$ cat config.mk
export PLATFORM = sky130hd
export DESIGN_NAME = tmtw_ctrl
export DESIGN_NICKNAME = d
export VERILOG_FILES = /design/src/text_mode_terminal_writer_assert.svh /design/src/tmtw_pkg.sv /design/src/tmtw_ctrl.sv
export SDC_FILE = /design/constraint.sdc
export NUM_CORES = 1
export LEC_CHECK = 0
export BUFFER_PORTS_ARGS = -buffer_cell sky130_fd_sc_hd__buf_2
export CAP_MARGIN = 15
export CORE_AREA = 2 2 39 41
export DETAILED_ROUTE_END_ITERATION = 10
export DIE_AREA = 0 0 41 43
export PLACE_DENSITY = 0.57
export SLEW_MARGIN = 20
export SYNTH_ARGS = -nofsm -noshare
export SYNTH_HDL_FRONTEND = slang
export SYNTH_SLANG_ARGS = --single-unit
$ cat constraint.sdc
create_clock -name clk -period 2.95 [get_ports clk]
set_input_delay 0.59 -clock clk [delete_from_list [all_inputs] [get_ports clk]]
set_output_delay 0.59 -clock clk [all_outputs]
set_load 0.01 [all_outputs]
$ cat src/text_mode_terminal_writer_assert.svh
// assertion macros used by the terminal writer datapath
`ifndef TEXT_MODE_TERMINAL_WRITER_ASSERT_SVH
`define TEXT_MODE_TERMINAL_WRITER_ASSERT_SVH

// same-cycle implication
`define TMTW_AST_IMP(lbl, clk, rst_n, ante, cons) \
  lbl: assert property (@(posedge clk) disable iff (!rst_n) (ante) |-> (cons)) \
    else $error("tmtw assertion failed");

// next-cycle implication
`define TMTW_AST_NXT(lbl, clk, rst_n, ante, cons) \
  lbl: assert property (@(posedge clk) disable iff (!rst_n) (ante) |=> (cons)) \
    else $error("tmtw assertion failed");

`endif

$ cat src/tmtw_pkg.sv
// types, constants and codes for the text mode terminal writer
`timescale 1ns / 1ps
package tmtw_pkg;

  localparam int COLUMNS = 80;
  localparam int ROWS    = 25;
  localparam int CELLS   = ROWS * COLUMNS;

  localparam int COL_W  = 7;
  localparam int ROW_W  = 5;
  localparam int ADDR_W = 11;
  localparam int BYTE_W = 8;

  localparam logic [BYTE_W-1:0] BLANK_CHAR  = 8'h20;
  localparam logic [BYTE_W-1:0] RESET_COLOR = 8'h0F;
  localparam logic [BYTE_W-1:0] NL_BYTE     = 8'd10;
  localparam logic [BYTE_W-1:0] BS_BYTE     = 8'd8;

  typedef enum logic [1:0] {
    KIND_PRINT = 2'd0,
    KIND_READ  = 2'd1,
    KIND_CLEAR = 2'd2,
    KIND_COLOR = 2'd3
  } kind_t;

  typedef enum logic [2:0] {
    ST_IDLE,
    ST_DECODE,
    ST_ACT,
    ST_FILL,
    ST_RDWAIT,
    ST_DONE
  } st_t;

  typedef struct packed {
    logic load_item;
    logic latch_addr;
    logic fill_wr;
    logic print_wr;
    logic print_upd;
    logic rd_issue;
    logic rd_capture;
    logic rd_blank;
    logic clear_scr;
    logic set_color;
    logic load_out;
  } dp_cmd_t;

  typedef struct packed {
    kind_t kind;
    logic  needs_wr;
    logic  row_ok;
    logic  rd_ok;
    logic  fill_last;
    logic  out_free;
  } dp_stat_t;

endpackage

$ cat src/tmtw_ctrl.sv
// controller state machine sequencing each item
`timescale 1ns / 1ps
module tmtw_ctrl (
  input  logic               clk,
  input  logic               rst_n,
  input  logic               in_valid,
  output logic               in_ready,
  input  tmtw_pkg::dp_stat_t stat,
  output tmtw_pkg::dp_cmd_t  cmd
);
  import tmtw_pkg::*;

  st_t state_r;
  st_t state_nxt;

  always_ff @(posedge clk) begin
    if (!rst_n) begin
      state_r <= ST_IDLE;
    end else begin
      state_r <= state_nxt;
    end
  end

  // next state
  always_comb begin
    state_nxt = state_r;
    case (state_r)
      ST_IDLE: begin
        if (in_valid) state_nxt = ST_DECODE;
      end
      ST_DECODE: begin
        state_nxt = ST_ACT;
      end
      ST_ACT: begin
        case (stat.kind)
          KIND_PRINT: begin
            if (stat.needs_wr && !stat.row_ok) state_nxt = ST_FILL;
            else state_nxt = ST_DONE;
          end
          KIND_READ: begin
            if (stat.rd_ok && stat.row_ok) state_nxt = ST_RDWAIT;
            else state_nxt = ST_DONE;
          end
          default: begin
            state_nxt = ST_DONE;
          end
        endcase
      end
      ST_FILL: begin
        if (stat.fill_last) state_nxt = ST_ACT;
      end
      ST_RDWAIT: begin
        state_nxt = ST_DONE;
      end
      ST_DONE: begin
        if (stat.out_free) state_nxt = ST_IDLE;
      end
      default: begin
        state_nxt = ST_IDLE;
      end
    endcase
  end

  // outputs
  always_comb begin
    cmd      = '0;
    in_ready = 1'b0;
    case (state_r)
      ST_IDLE: begin
        in_ready      = 1'b1;
        cmd.load_item = in_valid;
      end
      ST_DECODE: begin
        cmd.latch_addr = 1'b1;
      end
      ST_ACT: begin
        case (stat.kind)
          KIND_PRINT: begin
            if (!(stat.needs_wr && !stat.row_ok)) begin
              cmd.print_wr  = stat.needs_wr;
              cmd.print_upd = 1'b1;
            end
          end
          KIND_READ: begin
            cmd.rd_issue = stat.rd_ok && stat.row_ok;
            cmd.rd_blank = stat.rd_ok && !stat.row_ok;
          end
          KIND_CLEAR: begin
            cmd.clear_scr = 1'b1;
          end
          KIND_COLOR: begin
            cmd.set_color = 1'b1;
          end
          default: begin
            cmd.set_color = 1'b0;
          end
        endcase
      end
      ST_FILL: begin
        cmd.fill_wr = 1'b1;
      end
      ST_RDWAIT: begin
        cmd.rd_capture = 1'b1;
      end
      ST_DONE: begin
        cmd.load_out = stat.out_free;
      end
      default: begin
        in_ready = 1'b0;
      end
    endcase
  end

endmodule

# After elaboration in Yosys (flattened, before gate mapping)
# Cells that the tools add are included.
# classes
reduce_logical	7
muxes	21
eq_ne	11
# op_table
cell	count
3-bit two-way mux	6
3-bit case mux with 6 select lines	1
1-bit two-way mux	11
3-bit by 2-bit == test with 1-bit output, second input constant	2
3-bit == test, second input constant	2
2-bit != test, second input constant	3
3-bit case mux with 2 select lines	1
2-bit == test, second input constant	2
2-bit two-way mux	2
3-bit by 1-bit == test with 1-bit output, second input constant	1
1-bit logical AND	3
3-bit zero test	1
3-bit AND reduction	1
2-bit by 1-bit == test with 1-bit output, second input constant	1
2-bit zero test	1
1-bit zero test	1
# word_totals
inputBits	10
reg_bits	3
output_inout_bits	12

# Longest topological paths before layout
# depth
depth_word	5
mapped_depth	4
mapped_depth_nobuf	3

# Worst setup path after synthesis
# OpenSTA, ideal clock, no wires.
# synth_path
path_type	flip-flop to output port
from	register state_r[1]
to	output cmd[7] (netlist name)
path_buffers	1
arrival_ns	1.241
setup_slack_ns	1.119
required_time_ns	2.360
path_stages_with_launch	4
cell_sequence	dfxtp_1 > or3b_1 > buf_2 > nor4_1
# synth_lines
element	line	source
from (decl)	tmtw_ctrl.sv:13	st_t state_r;
from (signal assigned)	tmtw_ctrl.sv:20	state_r <= state_nxt;
to (decl)	tmtw_ctrl.sv:9	output tmtw_pkg::dp_cmd_t cmd

==> flow_metrics.tcl <==
set metrics [dict create \
    antenna_cells 0 \
    synthCells 42 \
    grt_max_degree 15 \
    ys_types 24 \
    ys_ff_latch 3 \
    static-leakage-power_uw 0.000216 \
    antenna_found_initial 0 \
    power_switching_uw 59.4 \
    grt_setup_unrepaired "false" \
    worst_pin_slew_ps 408 \
    hpwl_um 625 \
    clk_latency_ps 230 \
    max_slew_margin_pct 72.6 \
    setup_viol 0 \
    cts_resized 0 \
    yosysSeqAreaShare_pct 18.6 \
    antenna_left 0 \
    fin_crit_ps 2390 \
    crit_type "reg -> out" \
    h-tree-depth 1 \
    cpLargestDelayFamily "flip-flops" \
    r2r-start "state_r[1]$_SDFFE_PN0P_" \
    comb_power_share_pct 29.7 \
    power_frac_clock_pct 38.9 \
    overflow 0 \
    hold_class "in -> reg" \
    min_period_over_period_pct 81.1 \
    fillers 153 \
    irDropWorstVdd_mv 0.164 \
    netlist_area_um2 323 \
    clk_pin_slew_worst_paths_ps 40 \
    final_cell_area_um2 457 \
    cts_hold_buffers 0 \
    io_buffers 21 \
    placed_cells 75 \
    stdcell_count 79 \
    via_per_inst 4.89 \
    fmax_ghz 0.418 \
    r2r-end "state_r[2]$_SDFFE_PN0P_" \
    post-cts-setup-buffers 0 \
    die_area_um2 1760 \
    largest_register_ff_count 3 \
    status "completed" \
    grt_pass1_wl_um 1150 \
    crit_fanout 14 \
    dr.pass1.iters 2 \
    slew_viol_final 0 \
    vias 386 \
    end_kind "output port" \
    num_rows 14 \
    clock-sinks 3 \
    nets 74 \
    start_kind "register" \
    die_y_um 43 \
    ctsRootBufferMaster "clkbuf_4" \
    internal_power_uw 122 \
    wl_per_cell_um 10.5 \
    crit_arrival_ps 1800 \
    skew_ps 2.51 \
    routed_wl_um 827 \
    regMostFlops "state_r" \
    hold_start "rst_n" \
    path_cells "or3b_1 > a2111oi_4 > buf_2" \
    final_common_cell "buf_2" \
    mostFrequentLayoutCells "buf_2 (21), nor3b_1 (5), nor3_1 (4), nor2_1 (4)" \
    syn2layout_area_growth_pct 41.5 \
    power_density_nw_per_um2 397 \
    tritoncts "yes" \
    min_to "state_r[2]$_SDFFE_PN0P_" \
    final_util_pct 33.0 \
    io_pins 22 \
    tns_ps 0 \
    cts_buffers 3 \
    die_x_um 41 \
    grt_pass1_vias 294 \
    pwr-share-seq_pct 31.4 \
    rrSetupSlack_ps 1470 \
    crit_slowest_cell "dfxtp_1" \
    max_stage_delay_ps 540 \
    syn-num-nets 52 \
    worst_hold_slack_ps 620 \
    hold_path_depth 2 \
    remaining_drc_errors 0 \
    reg_top3 "state_r: 3 flops" \
    hold_viol 0 \
    start_util_pct 23.3 \
    cap_violations 0 \
    critical_path_buf_inv_count 1 \
    swShare_pct 32.7 \
    coreArea_um2 1380 \
    cts_buffer_depth 2 \
    avgSynthCellArea_um2 7.69 \
    crit_required_ps 2360 \
    gp_congestion 0.762 \
    drive_above_1_share_pct 39.7 \
    grtUsageTotal_pct 9.12 \
    r2r_cells 3 \
    postPlaceCellArea_um2 430 \
    drt-initial-drc-count 1 \
    yosysWarnings 0 \
]
per-layer routing:
metal	part of all wire, %	GRT usage, %	wire [um]	vias to the layer above
met1	49	12.1	403	170
met3	7.3	0	60	0
met4	0	6.00	0	0
met5	0	0	0	-
li1	-	-	-	201
met2	44	13.8	364	15
metrics by stage:
step	worst slack, ps	power, uW
6_report	557	181
5_1_grt	488	195
4_1_cts	541	185
3_5_place_dp	806	112
3_3_place_gp	833	111
2_1_floorplan	1120	89.3
synth_stat cells:
master,number,area share (%)
a2111oi_4,1,8.5
a211oi_1,1,2.3
a21oi_1,2,3.1
and2_1,1,1.9
and3b_1,1,2.7
and4_1,1,2.7
and4b_1,1,3.1
buf_2,2,3.1
clkbuf_1,2,2.3
dfxtp_1,3,19
inv_1,2,2.3
nand2_1,2,2.3
nand3b_1,1,2.3
nand4b_1,1,2.7
nor2_1,4,4.6
nor3_1,4,6.2
nor3b_1,5,12
nor4_1,2,3.9
nor4b_1,1,2.7
nor4bb_1,1,3.1
o211a_1,1,3.1
o21ai_1,1,1.5
o21bai_1,1,2.3
or3b_1,1,2.7
power by group through the flow:
stage | Sequential (uW) | Clock [uW] | Combinational [uW]
4_1_cts | 56.9 | 73.0 | 54.8
2_1_floorplan | 48.2 | 0 | 41.2
3_5_place_dp | 57.6 | 0 | 54.4
3_3_place_gp | 57.1 | 0 | 54.0
6_report | 57.0 | 70.5 | 53.9
5_1_grt | 58.8 | 77.0 | 58.9
final cells by class:
type | count | area, um2 | area share (%)
clock buffers | 4 | 26.3 | 5.75
inverters | 2 | 7.51 | 1.64
multi-input cells | 33 | 238 | 52.1
flip-flops and latches | 3 | 60.1 | 13.2
well taps | 16 | 20.0 | 4.38
repair buffers | 21 | 105 | 23.0
worst max path at each step:
stage / start / to / slack (ps) / cells past startpoint
finish: state_r[1]$_SDFFE_PN0P_ / cmd[6] / 560 / 3
global route: state_r[1]$_SDFFE_PN0P_ / cmd[6] / 490 / 3
detailed placement: state_r[1]$_SDFFE_PN0P_ / cmd[6] / 810 / 3
floorplan: state_r[1]$_SDFFE_PN0P_ / cmd[7] / 1120 / 3
global placement: state_r[1]$_SDFFE_PN0P_ / cmd[6] / 830 / 3
CTS: state_r[1]$_SDFFE_PN0P_ / cmd[6] / 540 / 3
logic make-up after synthesis:
kind of cell / synth area share, %
AOI/OAI and AO/OA: 20.9
and+or+nand+nor: 52.7
DFF: 18.6
buffers and inverters: 7.75
Note: power is estimated with default switching activity, not from simulation.
